--- src/hw/rtl/tsse_pkg.sv ---
// ----------------------------------------------------------------------------
// tsse_pkg
// shared types, character constants and hex digit helper for the slug encoder
// ----------------------------------------------------------------------------
package tsse_pkg;

  localparam int unsigned SlotCount = 4;

  localparam logic [7:0] CharHyphen     = 8'h2D;
  localparam logic [7:0] CharSpace      = 8'h20;
  localparam logic [7:0] CharUnderscore = 8'h5F;
  localparam logic [7:0] CharPercent    = 8'h25;
  localparam logic [7:0] CaseOffset     = 8'h20;
  localparam logic [7:0] HighAscii      = 8'h7F;

  typedef logic [$clog2(SlotCount)-1:0] slot_idx_t;

  // up to four result bytes caused by one request
  typedef struct packed {
    logic                      keep;
    logic [SlotCount-1:0][7:0] slots;
    slot_idx_t                 last_idx;
    logic                      data_valid;
    logic                      end_of_slug;
  } bundle_t;

  typedef struct packed {
    logic text_seen;
    logic hyphen_pending;
  } slug_state_t;

  function automatic logic [7:0] hex_digit(input logic [3:0] nib);
    logic [7:0] r;
    if (nib < 4'd10) begin
      r = 8'h30 + {4'h0, nib};
    end else begin
      r = 8'h37 + {4'h0, nib};
    end
    return r;
  endfunction

endpackage

--- src/hw/rtl/tsse_classify.sv ---
// ----------------------------------------------------------------------------
// tsse_classify
// maps one source byte and the slug state to a result bundle and next state
// ----------------------------------------------------------------------------
module tsse_classify
  import tsse_pkg::*;
(
  input  logic [7:0]  in_byte,
  input  logic        last_byte,
  input  slug_state_t state_cur,
  output bundle_t     bundle,
  output slug_state_t state_next
);

  logic [7:0]                folded;
  logic                      is_hyphen;
  logic                      is_alnum;
  logic                      is_high;
  logic                      has_out;
  logic [SlotCount-1:0][7:0] body;
  slot_idx_t                 body_last;

  always_comb begin
    folded = in_byte;
    if (in_byte inside {[8'h41:8'h5A]}) begin
      folded = in_byte + CaseOffset;
    end
    is_hyphen = (folded == CharHyphen) || (folded == CharSpace) ||
                (folded == CharUnderscore);
    is_alnum  = folded inside {[8'h61:8'h7A], [8'h30:8'h39]};
    is_high   = (in_byte > HighAscii);
    has_out   = is_alnum || is_high;

    body      = '0;
    body_last = '0;
    if (is_high) begin
      body[0]   = CharPercent;
      body[1]   = hex_digit(in_byte[7:4]);
      body[2]   = hex_digit(in_byte[3:0]);
      body_last = slot_idx_t'(2);
    end else begin
      body[0]   = folded;
    end

    bundle             = '0;
    bundle.keep        = has_out || last_byte;
    bundle.end_of_slug = last_byte;
    bundle.data_valid  = has_out;
    if (has_out) begin
      if (state_cur.hyphen_pending) begin
        bundle.slots    = {body[SlotCount-2:0], CharHyphen};
        bundle.last_idx = body_last + slot_idx_t'(1);
      end else begin
        bundle.slots    = body;
        bundle.last_idx = body_last;
      end
    end

    state_next = state_cur;
    if (is_hyphen) begin
      if (state_cur.text_seen) begin
        state_next.hyphen_pending = 1'b1;
      end
    end else if (has_out) begin
      state_next.hyphen_pending = 1'b0;
      state_next.text_seen      = 1'b1;
    end
    if (last_byte) begin
      state_next = '0;
    end
  end

endmodule

--- src/hw/rtl/text_slug_stream_encoder.sv ---
// ----------------------------------------------------------------------------
// text_slug_stream_encoder
// streaming url slug encoder, one source byte per request, 0 to 4 slug bytes
// ----------------------------------------------------------------------------
// latency: first result is offered the cycle after the source request
// throughput: one request per cycle while each gives at most one result and slug_stall is low;
//   a request giving n results holds the bundle register until all n are taken (n <= 4)
// the bundle register is the only buffer between the two channels
// reset clears the slug state and empties the bundle register
// ----------------------------------------------------------------------------
module text_slug_stream_encoder
  import tsse_pkg::*;
(
  input  logic       clk,
  input  logic       rst,
  input  logic       src_valid,
  output logic       src_stall,
  input  logic [7:0] in_byte,
  input  logic       last_byte,
  output logic       slug_valid,
  input  logic       slug_stall,
  output logic [7:0] out_byte,
  output logic       data_valid,
  output logic       end_of_slug
);

  slug_state_t state;
  slug_state_t state_next;
  bundle_t     bundle;
  bundle_t     bundle_next;
  logic        busy;
  slot_idx_t   idx;
  logic        src_fire;
  logic        slug_fire;
  logic        at_final;

  tsse_classify u_classify (
    .in_byte    (in_byte),
    .last_byte  (last_byte),
    .state_cur  (state),
    .bundle     (bundle_next),
    .state_next (state_next)
  );

  assign at_final    = (idx == bundle.last_idx);
  assign slug_valid  = busy;
  assign slug_fire   = busy && !slug_stall;
  assign src_stall   = busy && !(slug_fire && at_final);
  assign src_fire    = src_valid && !src_stall;
  assign out_byte    = bundle.slots[idx];
  assign data_valid  = bundle.data_valid;
  assign end_of_slug = bundle.end_of_slug && at_final;

  always_ff @(posedge clk) begin
    if (rst) begin
      state <= '0;
      busy  <= 1'b0;
      idx   <= '0;
    end else begin
      if (src_fire) begin
        state <= state_next;
      end
      if (src_fire && bundle_next.keep) begin
        busy <= 1'b1;
        idx  <= '0;
      end else if (slug_fire) begin
        if (at_final) begin
          busy <= 1'b0;
        end else begin
          idx <= idx + slot_idx_t'(1);
        end
      end
    end
  end

  always_ff @(posedge clk) begin
    if (src_fire && bundle_next.keep) begin
      bundle <= bundle_next;
    end
  end

  // a held hyphen only exists after some text
  a_pending_needs_text: assert property (@(posedge clk) disable iff (rst)
    state.hyphen_pending |-> state.text_seen)
    else $error("hyphen pending without text seen");

  // read pointer never runs past the bundle
  a_idx_in_range: assert property (@(posedge clk) disable iff (rst)
    busy |-> (idx <= bundle.last_idx))
    else $error("slot index beyond bundle");

  // a bare marker is always the end of a slug
  a_bare_is_end: assert property (@(posedge clk) disable iff (rst)
    (busy && !data_valid) |-> (end_of_slug && bundle.last_idx == '0))
    else $error("bare result without end flag");

  // taking a non-final slot keeps the bundle and advances the pointer
  a_advance: assert property (@(posedge clk) disable iff (rst)
    (slug_fire && !at_final) |=> (busy && idx == $past(idx) + slot_idx_t'(1)))
    else $error("bundle slot skipped or dropped");

  // end of slug clears the state
  a_end_clears: assert property (@(posedge clk) disable iff (rst)
    (src_fire && last_byte) |=> (state == '0))
    else $error("state not cleared at end of slug");

endmodule
--- config.mk ---
export PLATFORM = sky130hd
export DESIGN_NAME = text_slug_stream_encoder
export DESIGN_NICKNAME = d
export VERILOG_FILES = /design/src/hw/rtl/tsse_pkg.sv /design/src/hw/rtl/tsse_classify.sv /design/src/hw/rtl/text_slug_stream_encoder.sv
export SDC_FILE = /design/constraint.sdc
export NUM_CORES = 1
export LEC_CHECK = 0
export BUFFER_PORTS_ARGS = -buffer_cell sky130_fd_sc_hd__buf_2
export CAP_MARGIN = 20
export CORE_ASPECT_RATIO = 1.25
export CORE_UTILIZATION = 53
export DETAILED_ROUTE_END_ITERATION = 8
export HOLD_SLACK_MARGIN = 0.02
export PLACE_DENSITY = 0.75
export SYNTH_ARGS = -nofsm -noshare
export SYNTH_HDL_FRONTEND = slang
export SYNTH_SLANG_ARGS = --single-unit
export TNS_END_PERCENT = 50
--- constraint.sdc ---
create_clock -name clk -period 3.2 [get_ports clk]
set_input_delay 0.16 -clock clk [delete_from_list [all_inputs] [get_ports clk]]
set_output_delay 0.16 -clock clk [all_outputs]
set_load 0.01 [all_outputs]
==> results of run 1 <==
==> registers in the layout, summed over array words and instances, names as in the netlist <==
signal / count
bundle: 33
idx: 2
data_valid: 1
slug_valid: 1
state: 2
==> logic make-up (layout without fill, tap and decap cells) <==
| family | count (synthesis) | in the layout |
|---|---|---|
| mux | 12 | 12 |
| other cells | 1 | 2 |
| buf+inv | 23 | 48 |
| flops | 39 | 39 |
| fa+ha+maj | 10 | 10 |
| simple gates | 66 | 66 |
| compound gates | 51 | 51 |
| xor+xnor | 4 | 4 |
==> metal layers <==
| metal | global-route usage, % | vias up | wire [µm] |
|---|---|---|---|
| met3 | 3.78 | 8 | 142 |
| met4 | 8.33 | 0 | 92 |
| met2 | 34.8 | 45 | 2190 |
| li1 | - | 811 | - |
| met1 | 27.4 | 774 | 1840 |
| met5 | 0 | - | 0 |
==> through the flow <==
step / std cells / power [mW] / hold WS (ns)
floorplan: 207 / 0.744 / 0.225
global placement: 280 / 0.802 / 0.361
detailed placement: 280 / 0.806 / 0.359
CTS: 288 / 1.11 / 0.0520
global route: 288 / 1.15 / 0.0583
finish: 288 / 1.10 / 0.0602
==> worst max-delay path by stage <==
stage               start         end  slack [ns]  cells past startpoint
6_report       in_byte[0]  data_valid        0.67                     10
4_1_cts        in_byte[0]  bundle[15]        0.68                     10
5_1_grt        in_byte[5]  bundle[15]        0.54                     10
3_5_place_dp   in_byte[0]  bundle[16]        0.38                     10
2_1_floorplan  in_byte[5]   bundle[0]        0.14                      8
3_3_place_gp   in_byte[5]  bundle[19]        0.42                     10
==> power groups by stage <==
stage	logic, mW	registers [mW]	clock network (mW)
final	0.190	0.604	0.307
after global routing	0.212	0.607	0.331
after CTS	0.192	0.604	0.312
after detailed placement	0.191	0.616	0
after global placement	0.188	0.614	0
after floorplan	0.130	0.614	0
==> cell usage after synthesis, types with 2 or more instances <==
| cell | count | area, µm² |
|---|---|---|
| nor2_1 | 27 | 101 |
| inv_1 | 11 | 41.3 |
| a31o_2 | 2 | 17.5 |
| mux2i_1 | 3 | 30.0 |
| nand3_1 | 3 | 15.0 |
| o21ai_0 | 18 | 90.1 |
| nor3b_1 | 2 | 15.0 |
| and3_1 | 4 | 25.0 |
| mux4_2 | 7 | 158 |
| xnor2_1 | 2 | 17.5 |
| clkbuf_1 | 8 | 30.0 |
| dfxtp_1 | 5 | 100 |
| buf_1 | 2 | 7.51 |
| nor3_1 | 2 | 10.0 |
| a21oi_1 | 13 | 65.1 |
| nor2b_1 | 3 | 18.8 |
| xor2_1 | 2 | 17.5 |
| ha_1 | 10 | 125 |
| o211ai_1 | 2 | 15.0 |
| edfxtp_1 | 34 | 1020 |
| a32o_1 | 2 | 20.0 |
| nand2_1 | 13 | 48.8 |
==> worst max-delay path: cells and delay by family <==
| kind | cells | cell delay (ns) |
|---|---|---|
| and+or+nand+nor | 2 | 0.58 |
| AOI/OAI and AO/OA | 3 | 0.78 |
| buffers and inverters | 3 | 0.51 |
| muxes | 1 | 0.21 |
| adders and majority gates | 1 | 0.25 |
==> cell type report <==
cell class,count,share of cell area [%]
flip-flops and latches,39,44.0
multi-input cells,145,41.9
repair buffers,27,6.09
well taps,56,2.75
clock buffers,5,2.70
inverters,13,1.92
clock inverters,3,0.589
==> reports/metrics.cfg, run 1 <==
[timing]
fmax_mhz = 396
post-route-period-util_pct = 79.0
worstMarginPinSlew_ns = 0.588
timing.final.ws_setup_ns = 0.672
rsz0062_at_grt = no
drv_slew = 0
fin_skew_ns = 0.00435
finalHoldViolations = 0
period_needed_ns = 2.53
finalSetupTns_ns = 0
slew_headroom_pct = 60.8
setup_violations = 0

[critical_path]
reg2regPathDepth = 6
crit_fanout = 34
crit_chain = buf_2 -> inv_1 -> ha_1 -> nor4b_1 -> o22ai_1 -> o211a_2 -> mux2i_4 -> o21ai_0 -> and2_1 -> buf_12
critPathArrivalTime_ns = 2.51
worst-r2r-setup-slack_ns = 1.03
cp_slowest_cell = nor4b_1
timing.rr.start = idx[0]
slowest_delay_ns = 0.38
critPathKind = in2reg
cp-end-kind = flip-flop
r2r-end = data_valid
required_ns = 3.19
worstSetupStartpointType = primary input

[finish]
seqCellArea_mm2 = 0.00112
syn2layout_area_growth_pct = 12.1
final_nets = 254
layout-drive-gt1-share_pct = 24.1
post-route-util_pct = 62.1
antenna_cells = 0
n_fill_cell = 375
final_cell_area_mm2 = 0.00255
multi_input_area_mm2 = 0.00107
layout_commonest_cell = edfxtp_1
layout_common_cells = 34 x edfxtp_1, 27 x nor2_1, 24 x buf_2

[floorplan]
io-pin-count = 25
dieWidth_um = 60.6
die-area_mm2 = 0.00455
dieHeight_um = 75.2
num_rows = 26
start_util_pct = 55.4
core_mm2 = 0.00410

[route]
dr.pass1.iters = 4
wire_per_inst_um = 14.8
drcViolationCount = 0
vias = 1638
drtIter0Drc = 55
via_per_inst = 5.69
wl_um = 4270
drtAntennaViolNets = 0

[run_status]
status = finished clean

[power_and_ir_drop]
internal_power_mw = 0.821
power_switching_mw = 0.280
p_comb_share_pct = 17.3
p_seq_share_pct = 54.9
pwr-share-clk_pct = 27.9
swShare_pct = 25.4
vdd_drop_max_mv = 0.199
power_density_mw_per_mm2 = 432
cellLeakagePower_nw = 0.984

[logic_synthesis]
synth_xor_area_share_pct = 1.54
synthArstFlopShare_pct = 0
synth_warnings = 0
netlist_area_mm2 = 0.00227
synth-simple-area-share_pct = 14.8
synth_edf_count = 34
yosysSeqAreaShare_pct = 49.3
avgSynthCellArea_um2 = 11.0
ys.flop_type = edfxtp_1
synth-compound-area-share_pct = 15.1
synth-adder-area-share_pct = 5.51
yosys_register_bits = 39
synthMuxAreaShare_pct = 9.75
syn_inst = 206
ys_types = 53
synth_top_family_by_area = compound AO/OA/AOI/OAI gates

[hold_path]
hp-start = rst
min_to = slug_valid
min_delay_path_depth = 2
hp-class = in2reg

[placed_design]
pre_cts_ws_ns = 0.385
dpl_cell_area_mm2 = 0.00246
routabilityCongestion = 0.842
dpl.hpwl_um = 3110
io_buffer_count = 24

[clock_tree]
cts_hold_buf = 0
cts-htree-levels = 2
ctsResizeCount = 0
cts_tree = yes
clock_path_buffers = 2
clockRootBuffer = clkbuf_8
cts-buffers-inserted = 5
path_clk_slew_ns = 0.07
clock-sinks = 39
post_cts_buffers = 0
clk_latency_ns = 0.29

[global_route]
grt_pass1_vias = 1494
antenna_found_initial = 0
grt_remaining_overflow = 0
grt_pass1_wl_um = 6920
track_usage_pct = 21.1
grt_max_degree = 35

[run]
maxCapViolations = 0

Note: power is estimated with default switching activity, not from simulation.
==> inputs of run 2 (changes only) <==
==> constraint.sdc (replaced) <==
create_clock -name clk -period 2.02 [get_ports clk]
set_input_delay 0.101 -clock clk [delete_from_list [all_inputs] [get_ports clk]]
set_output_delay 0.101 -clock clk [all_outputs]
set_load 0.01 [all_outputs]
==> reports/metrics.cfg, run 2 (synthesis results as in run 1) <==
[run_status]
status = finished, violations left
violations = negative setup slack

[clock_tree]
clock_path_buffers = 2
clk_latency_ns = 0.28
cts_tree = yes
clockRootBuffer = clkbuf_8
cts-htree-levels = 2
path_clk_slew_ns = 0.07
clock-sinks = 39
cts-buffers-inserted = 5

[critical_path]
cp-end-kind = flip-flop
required_ns = 2.17
worstSetupStartpointType = primary input
crit_fanout = 7
critPathKind = in2reg
critPathArrivalTime_ns = 2.21

[finish]
syn2layout_area_growth_pct = 33.1
fin_cells = 326
regMostFlops = bundle
layout_common_cells = 34 x edfxtp_1, 33 x buf_4, 27 x nor2_1
antenna_cells = 0
layout_commonest_cell = edfxtp_1
top_regs = bundle x33, idx x2, state x2
largest_reg_flops = 33
layout-drive-gt1-share_pct = 38.5
final_nets = 292
final_cell_area_mm2 = 0.00302

[run]
maxCapViolations = 0

[timing]
post-route-period-util_pct = 102
worstMarginPinSlew_ns = 0.510
fin_skew_ns = 0.00424
fmax_mhz = 485
drv_slew = 0
finalHoldViolations = 0
timing.final.ws_setup_ns = -0.0427
finalSetupTns_ns = -0.359
rsz0062_at_grt = yes
slew_headroom_pct = 66.0
setup_violations = 23
period_needed_ns = 2.06

[route]
drcViolationCount = 0
dr.pass1.iters = 4
drtAntennaViolNets = 0
via_per_inst = 5.60
wl_um = 5350
wire_per_inst_um = 16.4
drtIter0Drc = 97
vias = 1826

[global_route]
grt_pass1_vias = 1857
antenna_found_initial = 0
grt_max_degree = 18
grt_pass1_wl_um = 8660
track_usage_pct = 26.0
grt_remaining_overflow = 0

[placed_design]
dpl.hpwl_um = 3520
place_inst = 307
routabilityCongestion = 0.874
io_buffer_count = 24
dpl_cell_area_mm2 = 0.00268
pre_cts_ws_ns = -0.419

[power_and_ir_drop]
cellLeakagePower_nw = 1.22
finalPower_mw = 1.89
vdd_drop_max_mv = 0.330
power_density_mw_per_mm2 = 626

[floorplan]
io-pin-count = 25
dieWidth_um = 60.6
core_mm2 = 0.00410
die-area_mm2 = 0.00455
start_util_pct = 55.4
dieHeight_um = 75.2
num_rows = 26

[hold_path]
hp-class = in2reg

-- run 2: routing by layer --
metal / up-vias / share of wire (%) / GRT usage, % / wire (µm)
met5: - / 0 / 0 / 0
met1: 871 / 38 / 29.6 / 2040
met3: 8 / 3.2 / 2.92 / 171
met2: 60 / 57 / 49.5 / 3040
li1: 887 / - / - / -
met4: 0 / 1.9 / 8.84 / 99
-- run 2: critical path, cell delays in order --
cell and delay (ns):
buf_8 0.09, inv_6 0.03, ha_4 0.14, and4b_1 0.17
or4_4 0.51, and3_4 0.17, mux2_4 0.27, buf_4 0.14
buf_6 0.11, nor3_4 0.23, a32o_1 0.24
-- run 2: metrics by stage --
step	utilization, %	hold WS [ns]
2_1_floorplan	-	0.166
3_3_place_gp	65.3	0.301
3_5_place_dp	65.3	0.299
4_1_cts	73.7	0.0455
5_1_grt	73.8	0.0585
6_report	73.8	0.0666
-- run 2: final timing paths --
path	from	slack [ns]	to	cells past startpoint
hold reg to reg	state[1]	0.48	state[1]	2
setup / recovery	in_byte[0]	-0.04	bundle[16]	11
setup reg to reg	bundle[2]	0.10	bundle[15]	6
hold / removal	last_byte	0.07	bundle[0]	1
-- run 2: power breakdown --
part	internal [mW]	switching [mW]	total [mW]
logic	0.224	0.222	0.446
registers	0.941	0.0177	0.959
clock network	0.234	0.255	0.489
-- run 2: final cells by class --
type / instances / area, µm²
timing repair buffer: 65 / 531
clock buffer: 5 / 68.8
clock inverter: 3 / 15.0
fill: 308 / 1070
tap: 56 / 70.1
multi-input combinational: 145 / 1160
inverter: 13 / 58.8
sequential: 39 / 1120
-- run 2: timing repair --
| item | in CTS | in global routing |
|---|---|---|
| buffers inserted | 8 | 2 |
| pin swaps | 8 | 7 |
| setup endpoints to repair | 45 | 54 |
| endpoints found under the hold margin | 1 | 0 |
| hold buffers | 1 | 0 |
| gates resized for setup | 27 | 9 |
| gates cloned | 3 | 0 |
==> inputs of run 3 (changes only) <==
--- a/config.mk
+++ b/config.mk
@@ -11,8 +11,9 @@
 export CORE_UTILIZATION = 53
 export DETAILED_ROUTE_END_ITERATION = 8
 export HOLD_SLACK_MARGIN = 0.02
-export PLACE_DENSITY = 0.75
+export PLACE_DENSITY = 0.76
 export SYNTH_ARGS = -nofsm -noshare
 export SYNTH_HDL_FRONTEND = slang
+export SYNTH_HIERARCHICAL = 1
 export SYNTH_SLANG_ARGS = --single-unit
 export TNS_END_PERCENT = 50
==> reports/metrics.cfg, run 3 <==
[run_status]
status = finished, violations left
violations = negative setup slack

[clock_tree]
cts-htree-levels = 2
cts-buffers-inserted = 5
path_clk_slew_ns = 0.08
cts_tree = yes
clock_path_buffers = 2
clk_latency_ns = 0.29
clockRootBuffer = clkbuf_8
post_cts_buffers = 0
clock-sinks = 41

[logic_synthesis]
yosysMostFrequentCell = edfxtp_1
synth_area_leaders = edfxtp_1 44%, mux4_2 6.4%, ha_1 5.6%, nor2_1 4.3%, dfxtp_1 4.1%
yosys_register_bits = 41
ys.flop_type = edfxtp_1
synthMuxAreaShare_pct = 11.1
synth-adder-area-share_pct = 5.61
synth-simple-area-share_pct = 14.8
ys_types = 52
synth_top_area_share_pct = 44.0
synthArstFlopShare_pct = 0
synth_top_family_by_area = simple AND/OR/NAND/NOR gates
synth_edf_count = 36
avgSynthCellArea_um2 = 11.6
synth_warnings = 6
synth-compound-area-share_pct = 13.6
synthTopCellsByCount = 36 x edfxtp_1, 28 x nor2_1, 15 x nand2_1
synth_xor_area_share_pct = 1.43
syn_inst = 212
yosysTopAreaCell = edfxtp_1
netlist_area_mm2 = 0.00245
yosysSeqAreaShare_pct = 48.1

[global_route]
grt_pass1_vias = 1815
grt_remaining_overflow = 0
grt_pass1_wl_um = 8740
track_usage_pct = 23.9
grt_max_degree = 33
antenna_found_initial = 0

[finish]
seqCellArea_mm2 = 0.00118
layout_common_cells = 36 x edfxtp_1, 36 x buf_4, 28 x nor2_1
regMostFlops = bundle
multi_input_area_mm2 = 0.00121
final_nets = 293
final_cell_area_mm2 = 0.00304
n_fill_cell = 328
syn2layout_area_growth_pct = 23.6
antenna_cells = 0
top_regs = bundle x35, idx x2, state x2
layout-drive-gt1-share_pct = 35.6
largest_reg_flops = 35

[timing]
post-route-period-util_pct = 102
fin_skew_ns = 0.00679
setup_violations = 30
drv_slew = 0
rsz0062_at_grt = yes
timing.final.ws_setup_ns = -0.0320
period_needed_ns = 2.05
holdWs_ns = 0.0486
slew_headroom_pct = 65.3
fmax_mhz = 487
worstMarginPinSlew_ns = 0.516
finalHoldViolations = 0

[critical_path]
timing.rr.start = state[1]
r2r-end = state[0]
cp-end-kind = flip-flop
critPathArrivalTime_ns = 2.05
crit_fanout = 32
required_ns = 2.01
critPathKind = in2reg
crit_start = in_byte[1]
worstSetupStartpointType = primary input
worst-r2r-setup-slack_ns = 0.27
reg2regPathDepth = 8

[route]
vias = 1800
drcViolationCount = 0
dr.pass1.iters = 4
drtIter0Drc = 53
wl_um = 5060
via_per_inst = 5.49
drtAntennaViolNets = 0
wire_per_inst_um = 15.4

[floorplan]
start_util_pct = 55.5
dieHeight_um = 78.1
core_mm2 = 0.00443
dieWidth_um = 62.9
io-pin-count = 25
die-area_mm2 = 0.00491
num_rows = 27

[placed_design]
pre_cts_ws_ns = -0.409
routabilityCongestion = 0.830
io_buffer_count = 24
dpl_cell_area_mm2 = 0.00292
dpl.hpwl_um = 3990

[power_and_ir_drop]
power_switching_mw = 0.493
cellLeakagePower_nw = 1.23
pwr-share-clk_pct = 27.2
swShare_pct = 26.1
vdd_drop_max_mv = 0.242
internal_power_mw = 1.40
p_seq_share_pct = 53.0
power_density_mw_per_mm2 = 623
finalPower_mw = 1.89
p_comb_share_pct = 19.8

[hold_path]
min_delay_path_depth = 2
hp-start = rst
min_to = idx[0]
hp-class = in2reg

[run]
maxCapViolations = 0

run 3: cell count changes after synthesis, moves of 3 or more:
cell	change
a22o_1	+3
buf_4	+6
and2_1	+4
a21oi_1	-4
o21ai_0	-14
run 3: worst max path at each step:
stage	end	cells past startpoint
6_report	bundle[19]	12
3_5_place_dp	bundle[30]	12
3_3_place_gp	bundle[22]	12
2_1_floorplan	bundle[0]	10
4_1_cts	bundle[30]	12
5_1_grt	bundle[19]	12
run 3: power groups by stage:
stage	sequential [mW]	clock (mW)	combinational [mW]
global route	1.01	0.546	0.410
detailed placement	1.02	0	0.369
global placement	1.02	0	0.361
CTS	1.00	0.523	0.376
finish	1.00	0.515	0.374
floorplan	1.02	0	0.219
run 3: layer usage:
layer	vias up	GRT usage, %	share of wire (%)
met5	-	0	0
met4	0	11.6	3.1
met1	849	26.9	39
li1	887	-	-
met2	51	42.9	54
met3	13	4.36	3.3
run 3: through the flow:
stage | instances | util [%] | setup TNS (ns)
CTS | 328 | 68.6 | -1.20
finish | 328 | 68.6 | -0.831
global route | 328 | 68.6 | -6.84
floorplan | 215 | - | -25.02
detailed placement | 319 | 65.9 | -16.09
global placement | 319 | 65.9 | -13.49
run 3: cells by family (layout without fill, tap and decap cells):
kind of cell,count (synthesis),in the layout
AOI/OAI and AO/OA,41,41
xor gates and xnor gates,4,4
adders and majority gates,11,11
buffers and inverters,28,83
DFF,41,41
muxes,15,15
other,1,4
and+or+nand+nor,71,71
run 3: timing repair:
action	4_1_cts	5_1_grt
endpoints found under the hold margin	1	0
endpoints found under the setup margin	37	38
hold buffers	1	0
pin swaps	0	0
resized for setup	5	0
run 3: cell type report:
cell class                      instances  share of cell area (%)
Clock buffer                            5                    2.27
Tap cell                               58                    2.39
Timing Repair Buffer                   62                    14.3
Inverter                               13                    1.85
Sequential cell                        41                    38.9
Multi-Input combinational cell        146                    39.7
Clock inverter                          3                   0.577
run 3: worst max-delay path, stage by stage:
cell and delay [ns]:
buf_6 0.08, clkinvlp_4 0.10, ha_4 0.18, nor4b_4 0.22, nand2_1 0.11, a41o_1 0.21, mux2_4 0.32, o21ai_4 0.15
or2_1 0.14, nand2_2 0.07, nor2_4 0.14, buf_12 0.21
